## src/rtl/msp_pkg.sv

```systemverilog
// shared widths, reset values, register indexes and unit status type
// for the motor speed pid block; no dependencies
package msp_pkg;

  // field widths
  localparam int TARGET_W   = 16;
  localparam int ENC_W      = 32;
  localparam int SPEED_W    = 16;
  localparam int GAIN_W     = 16;
  localparam int CLAMP_W    = 17;
  localparam int ERR_W      = 17;
  localparam int INTEG_W    = 18;
  localparam int DRIVE_W    = 9;
  localparam int PWM_W      = 8;
  localparam int FRAC_W     = 8;
  localparam int DRIVE_MAX  = 255;

  // configuration port
  localparam int CFG_IDX_W  = 3;
  localparam int CFG_DATA_W = 17;

  localparam logic [CFG_IDX_W-1:0] REG_PROP_GAIN   = 3'd0;
  localparam logic [CFG_IDX_W-1:0] REG_INTEG_GAIN  = 3'd1;
  localparam logic [CFG_IDX_W-1:0] REG_DERIV_GAIN  = 3'd2;
  localparam logic [CFG_IDX_W-1:0] REG_INTEG_UPPER = 3'd3;
  localparam logic [CFG_IDX_W-1:0] REG_INTEG_LOWER = 3'd4;
  localparam logic [CFG_IDX_W-1:0] REG_SPEED_SCALE = 3'd5;

  localparam logic [GAIN_W-1:0]         RST_PROP_GAIN   = 16'd1024;
  localparam logic [GAIN_W-1:0]         RST_INTEG_GAIN  = 16'd38;
  localparam logic [GAIN_W-1:0]         RST_DERIV_GAIN  = 16'd768;
  localparam logic signed [CLAMP_W-1:0] RST_INTEG_UPPER = 17'sd65280;
  localparam logic signed [CLAMP_W-1:0] RST_INTEG_LOWER = -17'sd65280;
  localparam logic [GAIN_W-1:0]         RST_SPEED_SCALE = 16'd2887;

  // shared serial multiplier: signed multiplicand, unsigned 16-bit multiplier,
  // two multiplier bits retired per step
  localparam int MC_W      = 33;
  localparam int MUL_B_W   = GAIN_W;
  localparam int MUL_STEPS = MUL_B_W / 2;
  localparam int MUL_CNT_W = $clog2(MUL_STEPS);
  localparam int PROD_W    = MC_W + MUL_B_W;

  // averaging window default
  localparam int AVG_TAPS_DEF = 5;

  // status of a multi-cycle unit
  typedef struct packed {
    logic busy;
    logic done;
  } unit_stat_t;

endpackage

```

## src/rtl/msp_mul.sv

```systemverilog
// shift-and-add multiplier, two multiplier bits per cycle
// depends on msp_pkg
module msp_mul (
  input  logic                               clk_i,
  input  logic                               rst_ni,
  input  logic                               start_i,
  input  logic signed [msp_pkg::MC_W-1:0]    mcand_i,
  input  logic        [msp_pkg::MUL_B_W-1:0] mplier_i,
  output logic signed [msp_pkg::PROD_W-1:0]  prod_o,
  output msp_pkg::unit_stat_t                stat_o
);

  logic signed [msp_pkg::PROD_W-1:0]  mc_q, acc_q, acc_d;
  logic        [msp_pkg::MUL_B_W-1:0] mp_q;
  logic        [msp_pkg::MUL_CNT_W-1:0] cnt_q;
  logic                               busy_q, done_q;

  // partial products of the current digit
  always_comb begin
    acc_d = acc_q;
    if (mp_q[0]) acc_d = acc_d + mc_q;
    if (mp_q[1]) acc_d = acc_d + (mc_q <<< 1);
  end

  always_ff @(posedge clk_i or negedge rst_ni) begin
    if (!rst_ni) begin
      mc_q   <= '0;
      mp_q   <= '0;
      acc_q  <= '0;
      cnt_q  <= '0;
      busy_q <= 1'b0;
      done_q <= 1'b0;
    end else begin
      // done pulses once, after the last digit
      done_q <= busy_q && !start_i &&
                (cnt_q == msp_pkg::MUL_CNT_W'(msp_pkg::MUL_STEPS - 1));
      if (start_i) begin
        mc_q   <= msp_pkg::PROD_W'(mcand_i);
        mp_q   <= mplier_i;
        acc_q  <= '0;
        cnt_q  <= '0;
        busy_q <= 1'b1;
      end else if (busy_q) begin
        acc_q <= acc_d;
        mc_q  <= mc_q <<< 2;
        mp_q  <= mp_q >> 2;
        cnt_q <= cnt_q + 1'b1;
        if (cnt_q == msp_pkg::MUL_CNT_W'(msp_pkg::MUL_STEPS - 1)) begin
          busy_q <= 1'b0;
        end
      end
    end
  end

  assign prod_o      = acc_q;
  assign stat_o.busy = busy_q;
  assign stat_o.done = done_q;

endmodule

```

## src/rtl/msp_avg.sv

```systemverilog
// speed history and moving average: serial sum over the taps, then
// restoring division by the tap count one quotient bit per cycle; depends on msp_pkg
module msp_avg #(
  parameter int AVG_TAPS = msp_pkg::AVG_TAPS_DEF
) (
  input  logic                               clk_i,
  input  logic                               rst_ni,
  input  logic                               start_i,
  input  logic signed [msp_pkg::SPEED_W-1:0] speed_i,
  output logic signed [msp_pkg::SPEED_W-1:0] filt_o,
  output msp_pkg::unit_stat_t                stat_o
);

  localparam int HIST_LEN = AVG_TAPS - 1;
  localparam int SUM_W    = msp_pkg::SPEED_W + $clog2(AVG_TAPS);
  localparam int IDX_W    = (HIST_LEN > 1) ? $clog2(HIST_LEN) : 1;
  localparam int REM_W    = $clog2(AVG_TAPS) + 1;
  localparam int DCNT_W   = $clog2(SUM_W);
  localparam logic [REM_W-1:0] DIVISOR = REM_W'(AVG_TAPS);

  typedef enum logic [1:0] {A_IDLE, A_SUM, A_DIV} avg_state_e;

  avg_state_e                         state_q;
  logic signed [msp_pkg::SPEED_W-1:0] hist_q [HIST_LEN];
  logic signed [msp_pkg::SPEED_W-1:0] speed_q, filt_q;
  logic signed [SUM_W-1:0]            sum_q, sum_d;
  logic        [SUM_W-1:0]            mag_q, mag_d, quo_q, quo_d;
  logic        [REM_W-1:0]            rem_q, rem_d, trial;
  logic        [IDX_W-1:0]            idx_q;
  logic        [DCNT_W-1:0]           dcnt_q;
  logic                               neg_q, done_q, ge;
  logic        [msp_pkg::SPEED_W-1:0] quo_lo;

  // running sum and its magnitude
  always_comb begin
    sum_d = sum_q + SUM_W'(hist_q[idx_q]);
    mag_d = sum_d[SUM_W-1] ? SUM_W'(-sum_d) : SUM_W'(sum_d);
  end

  // one restoring division step
  always_comb begin
    trial  = {rem_q[REM_W-2:0], mag_q[SUM_W-1]};
    ge     = (trial >= DIVISOR);
    rem_d  = ge ? (trial - DIVISOR) : trial;
    quo_d  = {quo_q[SUM_W-2:0], ge};
    quo_lo = quo_d[msp_pkg::SPEED_W-1:0];
  end

  always_ff @(posedge clk_i or negedge rst_ni) begin
    if (!rst_ni) begin
      state_q <= A_IDLE;
      for (int i = 0; i < HIST_LEN; i++) hist_q[i] <= '0;
      speed_q <= '0;
      filt_q  <= '0;
      sum_q   <= '0;
      mag_q   <= '0;
      quo_q   <= '0;
      rem_q   <= '0;
      idx_q   <= '0;
      dcnt_q  <= '0;
      neg_q   <= 1'b0;
      done_q  <= 1'b0;
    end else begin
      // done pulses once, with the last quotient bit
      done_q <= (state_q == A_DIV) && (dcnt_q == DCNT_W'(SUM_W - 1));
      case (state_q)
        A_IDLE: begin
          if (start_i) begin
            speed_q <= speed_i;
            sum_q   <= SUM_W'(speed_i);
            idx_q   <= '0;
            state_q <= A_SUM;
          end
        end
        A_SUM: begin
          sum_q <= sum_d;
          idx_q <= idx_q + 1'b1;
          if (idx_q == IDX_W'(HIST_LEN - 1)) begin
            mag_q   <= mag_d;
            neg_q   <= sum_d[SUM_W-1];
            rem_q   <= '0;
            quo_q   <= '0;
            dcnt_q  <= '0;
            state_q <= A_DIV;
          end
        end
        A_DIV: begin
          rem_q  <= rem_d;
          quo_q  <= quo_d;
          mag_q  <= mag_q << 1;
          dcnt_q <= dcnt_q + 1'b1;
          if (dcnt_q == DCNT_W'(SUM_W - 1)) begin
            filt_q    <= neg_q ? -$signed(quo_lo) : $signed(quo_lo);
            hist_q[0] <= speed_q;
            for (int i = 1; i < HIST_LEN; i++) hist_q[i] <= hist_q[i-1];
            state_q <= A_IDLE;
          end
        end
        default: state_q <= A_IDLE;
      endcase
    end
  end

  assign filt_o      = filt_q;
  assign stat_o.busy = (state_q != A_IDLE);
  assign stat_o.done = done_q;

endmodule

```

## src/rtl/motor_speed_pid.sv

```systemverilog
// motor speed pid: one word in, one word out; the shared two-bit-per-cycle multiplier
// (four products) and the serial average set how long a word takes; one word at a time,
// the next accepted while a result waits on the output
// reset: gains and clamps to their defaults, position, history, integral and error to zero
module motor_speed_pid #(
  parameter int AVG_TAPS = msp_pkg::AVG_TAPS_DEF
) (
  input  logic                               clk_i,
  input  logic                               rst_ni,
  // configuration writes
  input  logic                               cfg_we_i,
  input  logic [msp_pkg::CFG_IDX_W-1:0]      cfg_idx_i,
  input  logic [msp_pkg::CFG_DATA_W-1:0]     cfg_wdata_i,
  // input words
  input  logic                               s_axis_tvalid,
  output logic                               s_axis_tready,
  input  logic [47:0]                        s_axis_tdata,  // target_speed, encoder_count
  // result words
  output logic                               m_axis_tvalid,
  input  logic                               m_axis_tready,
  output logic [39:0]                        m_axis_tdata   // drive_value, pwm_duty,
                                                            // dir_pin_a, dir_pin_b,
                                                            // filtered_speed
);

  localparam int MV_W     = 36;
  localparam int ISUM_W   = 35;
  localparam int DIFF_W   = msp_pkg::ERR_W + 1;
  localparam int MVG_W    = 17;
  localparam int DADJ_W   = MVG_W + 1;
  localparam logic signed [MV_W-1:0] MV_LIM =
    MV_W'(msp_pkg::DRIVE_MAX << msp_pkg::FRAC_W);

  typedef enum logic [2:0] {
    S_IDLE, S_SPEED, S_AVG, S_INT, S_PROP, S_DER, S_OUT
  } state_e;

  // configuration registers
  logic        [msp_pkg::GAIN_W-1:0]  kp_q, ki_q, kd_q, scale_q;
  logic signed [msp_pkg::CLAMP_W-1:0] upper_q, lower_q;

  always_ff @(posedge clk_i or negedge rst_ni) begin
    if (!rst_ni) begin
      kp_q    <= msp_pkg::RST_PROP_GAIN;
      ki_q    <= msp_pkg::RST_INTEG_GAIN;
      kd_q    <= msp_pkg::RST_DERIV_GAIN;
      upper_q <= msp_pkg::RST_INTEG_UPPER;
      lower_q <= msp_pkg::RST_INTEG_LOWER;
      scale_q <= msp_pkg::RST_SPEED_SCALE;
    end else if (cfg_we_i) begin
      case (cfg_idx_i)
        msp_pkg::REG_PROP_GAIN:   kp_q    <= cfg_wdata_i[msp_pkg::GAIN_W-1:0];
        msp_pkg::REG_INTEG_GAIN:  ki_q    <= cfg_wdata_i[msp_pkg::GAIN_W-1:0];
        msp_pkg::REG_DERIV_GAIN:  kd_q    <= cfg_wdata_i[msp_pkg::GAIN_W-1:0];
        msp_pkg::REG_INTEG_UPPER: upper_q <= $signed(cfg_wdata_i);
        msp_pkg::REG_INTEG_LOWER: lower_q <= $signed(cfg_wdata_i);
        msp_pkg::REG_SPEED_SCALE: scale_q <= cfg_wdata_i[msp_pkg::GAIN_W-1:0];
        default: ;
      endcase
    end
  end

  state_e                              state_q;
  logic signed [msp_pkg::TARGET_W-1:0] tgt_q;
  logic        [msp_pkg::ENC_W-1:0]    prev_pos_q;
  logic signed [msp_pkg::INTEG_W-1:0]  integ_q;
  logic signed [msp_pkg::ERR_W-1:0]    err_q, perr_q, err_c;
  logic signed [MV_W-1:0]              mv_q;
  logic signed [msp_pkg::MC_W-1:0]     mc_q;
  logic        [msp_pkg::MUL_B_W-1:0]  mp_q;
  logic                                mul_start_q, avg_start_q;
  logic                                mul_start_d, avg_start_d;
  logic signed [msp_pkg::SPEED_W-1:0]  avg_speed_q;

  logic                                out_valid_q, out_valid_d, pin_a_q, pin_b_q;
  logic signed [msp_pkg::DRIVE_W-1:0]  drive_q;
  logic        [msp_pkg::PWM_W-1:0]    pwm_q;
  logic signed [msp_pkg::SPEED_W-1:0]  filt_out_q;

  logic signed [msp_pkg::PROD_W-1:0]   mul_prod;
  msp_pkg::unit_stat_t                 mul_stat, avg_stat;
  logic signed [msp_pkg::SPEED_W-1:0]  avg_filt;

  logic signed [msp_pkg::TARGET_W-1:0] in_target;
  logic        [msp_pkg::ENC_W-1:0]    in_enc, delta;

  msp_mul u_mul (
    .clk_i    (clk_i),
    .rst_ni   (rst_ni),
    .start_i  (mul_start_q),
    .mcand_i  (mc_q),
    .mplier_i (mp_q),
    .prod_o   (mul_prod),
    .stat_o   (mul_stat)
  );

  msp_avg #(.AVG_TAPS(AVG_TAPS)) u_avg (
    .clk_i   (clk_i),
    .rst_ni  (rst_ni),
    .start_i (avg_start_q),
    .speed_i (avg_speed_q),
    .filt_o  (avg_filt),
    .stat_o  (avg_stat)
  );

  // input unpacking and position change
  assign in_target = $signed(s_axis_tdata[15:0]);
  assign in_enc    = s_axis_tdata[47:16];
  assign delta     = in_enc - prev_pos_q;

  // speed from the scaled position change, truncated toward zero and saturated
  logic signed [msp_pkg::PROD_W-1:0]  sp_adj, sp_full;
  logic signed [msp_pkg::SPEED_W-1:0] speed_c;

  always_comb begin
    sp_adj  = mul_prod + (mul_prod[msp_pkg::PROD_W-1] ?
                          msp_pkg::PROD_W'(255) : msp_pkg::PROD_W'(0));
    sp_full = sp_adj >>> msp_pkg::FRAC_W;
    if (sp_full > msp_pkg::PROD_W'(32767))       speed_c = 16'sh7fff;
    else if (sp_full < -msp_pkg::PROD_W'(32768)) speed_c = 16'sh8000;
    else                                         speed_c = sp_full[msp_pkg::SPEED_W-1:0];
  end

  // error against the filtered speed
  assign err_c = msp_pkg::ERR_W'(tgt_q) - msp_pkg::ERR_W'(avg_filt);

  // integral update with clamps, upper test first
  logic signed [ISUM_W-1:0]           isum;
  logic signed [msp_pkg::INTEG_W-1:0] integ_c;

  always_comb begin
    isum = ISUM_W'(integ_q) + ISUM_W'(mul_prod);
    if (isum > ISUM_W'(upper_q))      integ_c = msp_pkg::INTEG_W'(upper_q);
    else if (isum < ISUM_W'(lower_q)) integ_c = msp_pkg::INTEG_W'(lower_q);
    else                              integ_c = isum[msp_pkg::INTEG_W-1:0];
  end

  // derivative operand
  logic signed [DIFF_W-1:0] diff_c;
  assign diff_c = DIFF_W'(perr_q) - DIFF_W'(err_q);

  // sign gating, limit and truncation to whole drive units
  logic                               tgt_pos, tgt_neg, tgt_zero;
  logic signed [MVG_W-1:0]            mvg;
  logic signed [DADJ_W-1:0]           dadj;
  logic signed [msp_pkg::DRIVE_W-1:0] drive_c;

  always_comb begin
    tgt_zero = (tgt_q == '0);
    tgt_neg  = tgt_q[msp_pkg::TARGET_W-1];
    tgt_pos  = !tgt_neg && !tgt_zero;
    if ((tgt_pos && mv_q < 0) || (tgt_neg && mv_q > 0)) mvg = '0;
    else if (tgt_pos && mv_q > MV_LIM)                  mvg = MVG_W'(MV_LIM);
    else if (tgt_neg && mv_q < -MV_LIM)                 mvg = MVG_W'(-MV_LIM);
    else if (tgt_zero)                                  mvg = '0;
    else                                                mvg = mv_q[MVG_W-1:0];
    dadj    = DADJ_W'(mvg) + (mvg[MVG_W-1] ? DADJ_W'(255) : DADJ_W'(0));
    drive_c = msp_pkg::DRIVE_W'(dadj >>> msp_pkg::FRAC_W);
  end

  // unit start pulses and output valid
  always_comb begin
    mul_start_d = 1'b0;
    avg_start_d = 1'b0;
    case (state_q)
      S_IDLE:         mul_start_d = s_axis_tvalid;
      S_SPEED:        avg_start_d = mul_stat.done;
      S_AVG:          mul_start_d = avg_stat.done;
      S_INT, S_PROP:  mul_start_d = mul_stat.done;
      default: ;
    endcase
    out_valid_d = out_valid_q;
    if (m_axis_tvalid && m_axis_tready) out_valid_d = 1'b0;
    if ((state_q == S_OUT) && (!out_valid_q || m_axis_tready)) out_valid_d = 1'b1;
  end

  // sequencer and output register
  always_ff @(posedge clk_i or negedge rst_ni) begin
    if (!rst_ni) begin
      state_q     <= S_IDLE;
      tgt_q       <= '0;
      prev_pos_q  <= '0;
      integ_q     <= '0;
      err_q       <= '0;
      perr_q      <= '0;
      mv_q        <= '0;
      mc_q        <= '0;
      mp_q        <= '0;
      mul_start_q <= 1'b0;
      avg_start_q <= 1'b0;
      avg_speed_q <= '0;
      out_valid_q <= 1'b0;
      drive_q     <= '0;
      pwm_q       <= '0;
      pin_a_q     <= 1'b0;
      pin_b_q     <= 1'b0;
      filt_out_q  <= '0;
    end else begin
      mul_start_q <= mul_start_d;
      avg_start_q <= avg_start_d;
      out_valid_q <= out_valid_d;
      case (state_q)
        S_IDLE: begin
          if (s_axis_tvalid) begin
            tgt_q       <= in_target;
            prev_pos_q  <= in_enc;
            mc_q        <= msp_pkg::MC_W'($signed(delta));
            mp_q        <= scale_q;
            state_q     <= S_SPEED;
          end
        end
        S_SPEED: begin
          if (mul_stat.done) begin
            avg_speed_q <= speed_c;
            state_q     <= S_AVG;
          end
        end
        S_AVG: begin
          if (avg_stat.done) begin
            err_q       <= err_c;
            mc_q        <= msp_pkg::MC_W'(err_c);
            mp_q        <= ki_q;
            state_q     <= S_INT;
          end
        end
        S_INT: begin
          if (mul_stat.done) begin
            integ_q     <= integ_c;
            mc_q        <= msp_pkg::MC_W'(err_q);
            mp_q        <= kp_q;
            state_q     <= S_PROP;
          end
        end
        S_PROP: begin
          if (mul_stat.done) begin
            mv_q        <= MV_W'(mul_prod) + MV_W'(integ_q);
            mc_q        <= msp_pkg::MC_W'(diff_c);
            mp_q        <= kd_q;
            state_q     <= S_DER;
          end
        end
        S_DER: begin
          if (mul_stat.done) begin
            mv_q    <= mv_q + MV_W'(mul_prod);
            state_q <= S_OUT;
          end
        end
        S_OUT: begin
          if (!out_valid_q || m_axis_tready) begin
            drive_q     <= drive_c;
            pwm_q       <= drive_c[msp_pkg::DRIVE_W-1] ?
                           msp_pkg::PWM_W'(-drive_c) : msp_pkg::PWM_W'(drive_c);
            pin_a_q     <= !drive_c[msp_pkg::DRIVE_W-1];
            pin_b_q     <= drive_c[msp_pkg::DRIVE_W-1] || (drive_c == '0);
            filt_out_q  <= avg_filt;
            perr_q      <= err_q;
            state_q     <= S_IDLE;
          end
        end
        default: state_q <= S_IDLE;
      endcase
    end
  end

  assign s_axis_tready = (state_q == S_IDLE);
  assign m_axis_tvalid = out_valid_q;
  assign m_axis_tdata  = {5'b0, filt_out_q, pin_b_q, pin_a_q, pwm_q, drive_q};

  // checks on the sequencing
  a_mul_no_restart: assert property (@(posedge clk_i) disable iff (!rst_ni)
    mul_start_q |-> !mul_stat.busy)
    else $error("multiplier started while busy");

  a_units_idle_at_out: assert property (@(posedge clk_i) disable iff (!rst_ni)
    (state_q == S_OUT) |-> (!mul_stat.busy && !avg_stat.busy))
    else $error("unit still busy when result formed");

  a_brake_pins: assert property (@(posedge clk_i) disable iff (!rst_ni)
    out_valid_q |-> ((pin_a_q && pin_b_q) == (pwm_q == '0)))
    else $error("direction pins disagree with duty");

  a_accept_starts_mul: assert property (@(posedge clk_i) disable iff (!rst_ni)
    (s_axis_tvalid && s_axis_tready) |=> mul_start_q)
    else $error("accepted word did not start speed product");

endmodule

```

## config.mk

```make
export PLATFORM = sky130hd
export DESIGN_NAME = motor_speed_pid
export DESIGN_NICKNAME = d
export VERILOG_FILES = /design/src/rtl/msp_pkg.sv /design/src/rtl/msp_mul.sv /design/src/rtl/msp_avg.sv /design/src/rtl/motor_speed_pid.sv
export SDC_FILE = /design/constraint.sdc
export NUM_CORES = 2
export LEC_CHECK = 0
export BUFFER_PORTS_ARGS = -buffer_cell sky130_fd_sc_hd__buf_2
export CORE_MARGIN = 4
export CORE_UTILIZATION = 40
export CTS_BUF_LIST = sky130_fd_sc_hd__clkbuf_8 sky130_fd_sc_hd__clkbuf_16
export DETAILED_ROUTE_END_ITERATION = 8
export PLACE_DENSITY_LB_ADDON = 0.2
export SYNTH_ARGS = -nofsm -noshare
export SYNTH_HDL_FRONTEND = slang
export SYNTH_SLANG_ARGS = --single-unit
```

## constraint.sdc

```tcl
create_clock -name clk_i -period 6.5 [get_ports clk_i]
set_input_delay 0.975 -clock clk_i [delete_from_list [all_inputs] [get_ports clk_i]]
set_output_delay 0.975 -clock clk_i [all_outputs]
set_load 0.01 [all_outputs]
```

Yosys cells after proc, flatten, opt, wreduce, memory -nomap -nowiden
Cells that the tools add are included.
{"block": "classes", "muxes": 71, "n_eq_ne": 26, "magnitude_cmp": 10, "addsub": 18, "n_reduce_logical": 50, "bitwise": 1}
{"cell": "$mux W49", "n": 6}
{"cell": "$mux W16", "n": 11}
{"cell": "$mux W33", "n": 4}
{"cell": "$pmux W33 S4", "n": 1}
{"cell": "$add A49 B49 Y49", "n": 2}
{"cell": "$pmux W19 S2", "n": 2}
{"cell": "$mux W36", "n": 2}
{"cell": "$pmux W36 S2", "n": 1}
{"cell": "$mux W17", "n": 4}
{"cell": "$pmux W16 S4", "n": 1}
{"cell": "$mux W19", "n": 3}
{"cell": "$add A49 B9 Y49", "n": 1}
{"cell": "$gt A41 B16 Y1 const B", "n": 1}
{"cell": "$lt A41 B16 Y1 const B", "n": 1}
{"cell": "$add A36 B18 Y36", "n": 1}
{"cell": "$add A36 B36 Y36", "n": 1}
{"cell": "$gt A36 B1 Y1 const B", "n": 1}
{"cell": "$gt A36 B17 Y1 const B", "n": 1}
{"cell": "$lt A36 B1 Y1 const B", "n": 1}
{"cell": "$lt A36 B17 Y1 const B", "n": 1}
{"cell": "$mux W18", "n": 2}
{"cell": "$add A18 B35 Y35", "n": 1}
{"cell": "$gt A35 B17 Y1", "n": 1}
{"cell": "$lt A35 B17 Y1", "n": 1}
{"cell": "51 further kinds", "n": 125}
{"block": "totals", "regBits": 622, "elab_cells": 221}

Depth between registers and ports, before layout
{"block": "depth", "ltp_word": 10, "mapped_depth": 26, "ltp_nobuf": 25}

By module
A second synthesis with hierarchy kept.
{"block": "unflattened", "cells_unflattened": 4926, "area_unflattened_um2": 43515.5}
{"module": "motor_speed_pid", "n_inst": 1, "area_each_um2": 23770.3, "seq_area_each_um2": 8486.9, "cells_each": 2648}
{"module": "msp_mul", "n_inst": 1, "area_each_um2": 11469.8, "seq_area_each_um2": 2977.9, "cells_each": 1408}
{"module": "msp_avg", "n_inst": 1, "area_each_um2": 8275.4, "seq_area_each_um2": 4078.9, "cells_each": 870}

Worst setup path after synthesis
No wires, ideal clock.
{"block": "synth_timing", "path_kind": "register to register", "start": "register u_mul.acc_q, in the netlist u_mul.prod_o[1]", "end": "register u_mul.acc_q, in the netlist u_mul.prod_o[48]", "slack_ns": 0.990, "path_stages_with_launch": 24, "setup_time_ns": 0.087, "t_arrival_ns": 5.424, "required_ns": 6.413, "cell_sequence": "dfrtp_1 ha_1 a211o_1 a211oi_1 o41a_1 nand2_1 a311oi_1 o211ai_1 a221oi_1 xnor2_1 mux2_2 ha_1 clkbuf_1 a21oi_1 o21ai_0 a21oi_1 o21ai_0 o21ba_2 o311ai_1 a211oi_1 or4_1 a211oi_1 a311oi_1 o211ai_1"}
{"block": "synth_via", "elab_chain_len": 6}
{"item": "start: declaration", "line_no": "msp_mul.sv:13", "rtl": "logic signed [msp_pkg::PROD_W-1:0] mc_q, acc_q, acc_d;"}
{"item": "start signal: assignment", "line_no": "msp_mul.sv:29", "rtl": "acc_q <= '0;"}
{"item": "start signal: assignment", "line_no": "msp_mul.sv:40", "rtl": "acc_q <= '0;"}
{"item": "start signal: assignment", "line_no": "msp_mul.sv:44", "rtl": "acc_q <= acc_d;"}
{"item": "$add A49 B49 Y49", "line_no": "msp_mul.sv:21", "rtl": "if (mp_q[0]) acc_d = acc_d + mc_q;"}
{"item": "$mux W49 *", "line_no": "msp_mul.sv:21"}
{"item": "$add A49 B49 Y49", "line_no": "msp_mul.sv:22", "rtl": "if (mp_q[1]) acc_d = acc_d + (mc_q <<< 1);"}
{"item": "$mux W49 *", "line_no": "msp_mul.sv:22"}
{"item": "$mux W49 *", "line_no": "msp_mul.sv:43", "rtl": "end else if (busy_q) begin"}
{"item": "$mux W49 *", "line_no": "msp_mul.sv:37", "rtl": "if (start_i) begin"}
Every way passes the cells marked *; elsewhere a longest branch is shown, timed or not. The select of a mux whose other input is x is not followed.
A chain may end at the register's enable or synchronous reset.

Final worst setup path
{"block": "layout_timing", "start": "register u_mul.mc_q[0] (netlist name)", "end": "register u_mul.acc_q, in the netlist u_mul.prod_o[46]"}
{"block": "layout_via", "elab_chain_len": 6}
{"item": "start: declaration", "line_no": "msp_mul.sv:13"}
{"item": "start signal: assignment", "line_no": "msp_mul.sv:38", "rtl": "mc_q <= msp_pkg::PROD_W'(mcand_i);"}
{"item": "start signal: assignment", "line_no": "msp_mul.sv:45", "rtl": "mc_q <= mc_q <<< 2;"}
{"item": "$add A49 B49 Y49", "line_no": "msp_mul.sv:21"}
{"item": "$mux W49", "line_no": "msp_mul.sv:21"}
{"item": "$add A49 B49 Y49", "line_no": "msp_mul.sv:22"}
{"item": "$mux W49 *", "line_no": "msp_mul.sv:22"}
{"item": "$mux W49 *", "line_no": "msp_mul.sv:43"}
{"item": "$mux W49 *", "line_no": "msp_mul.sv:37"}
Marks and branches as above.

==> results.md <==
* Status: finished clean
* Post-Synth XOR/XNOR Area at 5.03%
* Crit end category: register
* Area of the multi-input gates at 0.0261 mm^2
* Post-synthesis simple-gate area fraction at 17.2%
* Avg Vias per Cell at 5.61
* Tmin final at 5980 ps
* Unrepaired setup endpoints after global routing: no
* Commonest cells post-synth: 751 x nand2_1, 597 x dfrtp_1, 426 x o21ai_0, 339 x ha_1, 306 x a21oi_1
* Main synth FF type: dfrtp_1
* Top cell type's share of synthesized area at 34.6%
* Max Cap Viol at 0
* Relative slew margins at 24.6%
* Worst Skew at 26.4 ps
* FF+latch area at 0.0156 mm^2
* RD Place Congestion at 0.904
* Most numerous cell in the Yosys netlist: nand2_1
* Clock latency at the later pin of the worst-skew pair at 640 ps
* Setup crit start kind: register
* Post-synth EDFFs at 0
* Worst-Margin Slew at 1130 ps
* Initial DRC Count at 2551
* Placed instance area at 0.0454 mm^2
* CP max-delay cell: o31ai_1
* Worst flop-to-flop path startpoint: u_mul.mc_q[0]
* Sequential-to-total area share from yosys stat at 36.0%
* Vias in the first global route at 35100
* Total Routing Usage GR at 22.1%
* Layout area overhead at 11.5%
* Top-level port count at 115
* CP Depth at 27
* Initial Util at 40.3%
* Post-Syn Area at 0.0432 mm^2
* Setup Viol. Count Final at 0
* # rows at 120
* Tcrit/Tclk final at 92.0%
* Routed Antenna Nets at 0
* Data arrival, critical path at 6520 ps
* CTS root buf: clkbuf_16
* Final wirelength at 127 mm
* DP Wirelength at 92.8 mm
* Async set or reset register ratio after synthesis at 100%
* Post-route DRC violation count at 0
* Most frequent CP cell: a21oi_1
* Max Slew Vio Count at 0
* Port Buffers at 109
* TritonCTS clock tree: yes
* Die X-Extent at 336 um
* Clk buf depth at 3
* Number of distinct library cells after synthesis at 94
* GRT overflow at 0
* R2R setup slack at 520 ps
* Setup tns final at 0 ps
* Initial antenna violation count at 3
* Power per cell area at 590 mW/mm^2
* Vias at 36200
* Tightest Hold Check Type: input port to async pin
* Fmax at 0.167 GHz
* Reg2reg end: u_mul.prod_o[46]
* CP max stage delay at 450 ps
* Leading post-synthesis cells by cell area: dfrtp_1 35%, ha_1 9.8%, nand2_1 6.5%
* Worst-path maximum fanout at 5
* Syn_area_per_cell at 8.77 um^2
* CP required at 7030 ps
* Fillers at 10400
* Die H at 336 um
* Worst VDD drop at 0.380 mV
* Total CTS buffers at 77
* CORE AREA at 0.107 mm^2
* Worst path bufs/invs at 3
* Cell taking the most area after synthesis: dfrtp_1
* Critical path type: register to register
* Fraction of layout instances using a drive strength above 1 at 11.8%
* Drt wl/cell at 19.7 um
* First-pass GRT wire length at 200 mm
* #FFs+latches synth at 620
* Final Cell Area at 0.0481 mm^2
* Clock slew at reported path FFs at 60 ps
* R2R depth at 27
* Iteration count of the initial detailed-routing pass at 6
* Main combinational cell family by area after synthesis: compound AO/OA/AOI/OAI gates
* Mapped Cells at 4919
* Syn. warnings at 0
* Leakage at 22.5 nW
* # H-tree levels at 3
* Compound-Gate Fraction of Synth Area at 20.4%
* CTS sink count at 620
* Final #Nets at 5396
* Die ar. at 0.113 mm^2
* Largest net degree at the start of global routing at 181
* Synth Area in Adders at 10.2%
* Critical path's top delay family: compound AO/OA/AOI/OAI gates
* Final Hold Fails at 0
* Post-synthesis mux area share at 7.16%
==> worst max path at each step <==
stage,from,endpoint,slack (ps)
2_1_floorplan,u_mul.prod_o[1],u_mul.prod_o[48],990
3_3_place_gp,u_mul.mc_q[0],u_mul.prod_o[48],390
3_5_place_dp,u_mul.mc_q[0],u_mul.prod_o[48],360
4_1_cts,u_mul.mc_q[0],u_mul.prod_o[48],320
5_1_grt,u_mul.mc_q[0],u_mul.prod_o[46],10
6_report,u_mul.mc_q[0],u_mul.prod_o[46],520
==> layout make-up <==
| type | instances | share of cell area [%] |
|---|---|---|
| antenna | 3 | 0.0156 |
| clock buffer | 103 | 4.82 |
| clock inverter | 34 | 0.723 |
| sequential | 620 | 32.3 |
| multi-input combinational | 3867 | 54.1 |
| inverter | 210 | 1.64 |
| tap | 1403 | 3.65 |
| timing repair buffer | 200 | 2.68 |
==> through the flow <==
stage	std cells	hold slack [ps]	setup WS, ps	power, mW	util [%]
CTS	6437	350	319	28.4	44.9
global placement	6300	443	394	23.5	42.4
detailed placement	6300	448	360	23.7	42.4
floorplan	4923	435	990	18.9	-
finish	6440	342	519	28.4	44.9
global route	6439	383	9.83	30.8	44.9
==> sequential cells by signal, summed over array words and instances, names as in the netlist, 17 cells and up <==
name          cells
mv_q             36
prev_pos_q       32
integ_q          18
u_mul.mc_q       49
u_avg.sum_q      19
u_avg.hist_q     64
upper_q          17
perr_q           17
u_mul.prod_o     49
lower_q          17
mc_q             32
err_q            17
u_avg.mag_q      19
==> cells by family (layout without fill, tap and decap cells) <==
family,count (synthesis),count (layout)
AND/OR/NAND/NOR,1618,1618
flip-flops,620,620
multiplexers,270,270
XOR/XNOR,248,248
adder cells (fa/ha/maj),347,347
buffers and inverters,436,547
AO/OA/AOI/OAI,1379,1379
other,1,8
==> placed cells by master, fill, tap and decap left out, types with 72 or more instances in the layout <==
cell	count
o21ai_0	422
buf_2	108
a211oi_1	72
clkbuf_16	80
xnor2_1	148
inv_1	220
nand2_1	749
a21o_1	150
nand3_1	101
dfrtp_1	592
buf_4	87
mux2_2	150
nor2_1	299
xor2_1	100
mux2i_1	104
ha_1	339
a21oi_1	304
==> routing by layer <==
metal | share of wire [%] | GRT usage [%] | vias to the layer above
li1 | - | - | 17800
met1 | 47 | 30.4 | 17400
met2 | 44 | 34.7 | 753
met3 | 5.7 | 4.38 | 191
met4 | 3.3 | 7.18 | 4
met5 | 0.19 | 2.13 | -
==> what timing repair did <==
item / 4_1_cts / 5_1_grt
buffers inserted: 0 / 0
hold buffers: 0 / 0
setup endpoints to repair: 0 / 21
resized for setup: 0 / 9
==> power breakdown <==
group / switching (mW) / internal (mW) / leakage [nW]
registers: 1.25 / 5.07 / 7.88
logic: 10.3 / 7.26 / 13.2
clock network: 1.78 / 2.73 / 1.37
No activity file was read; power rests on OpenSTA's default activity.
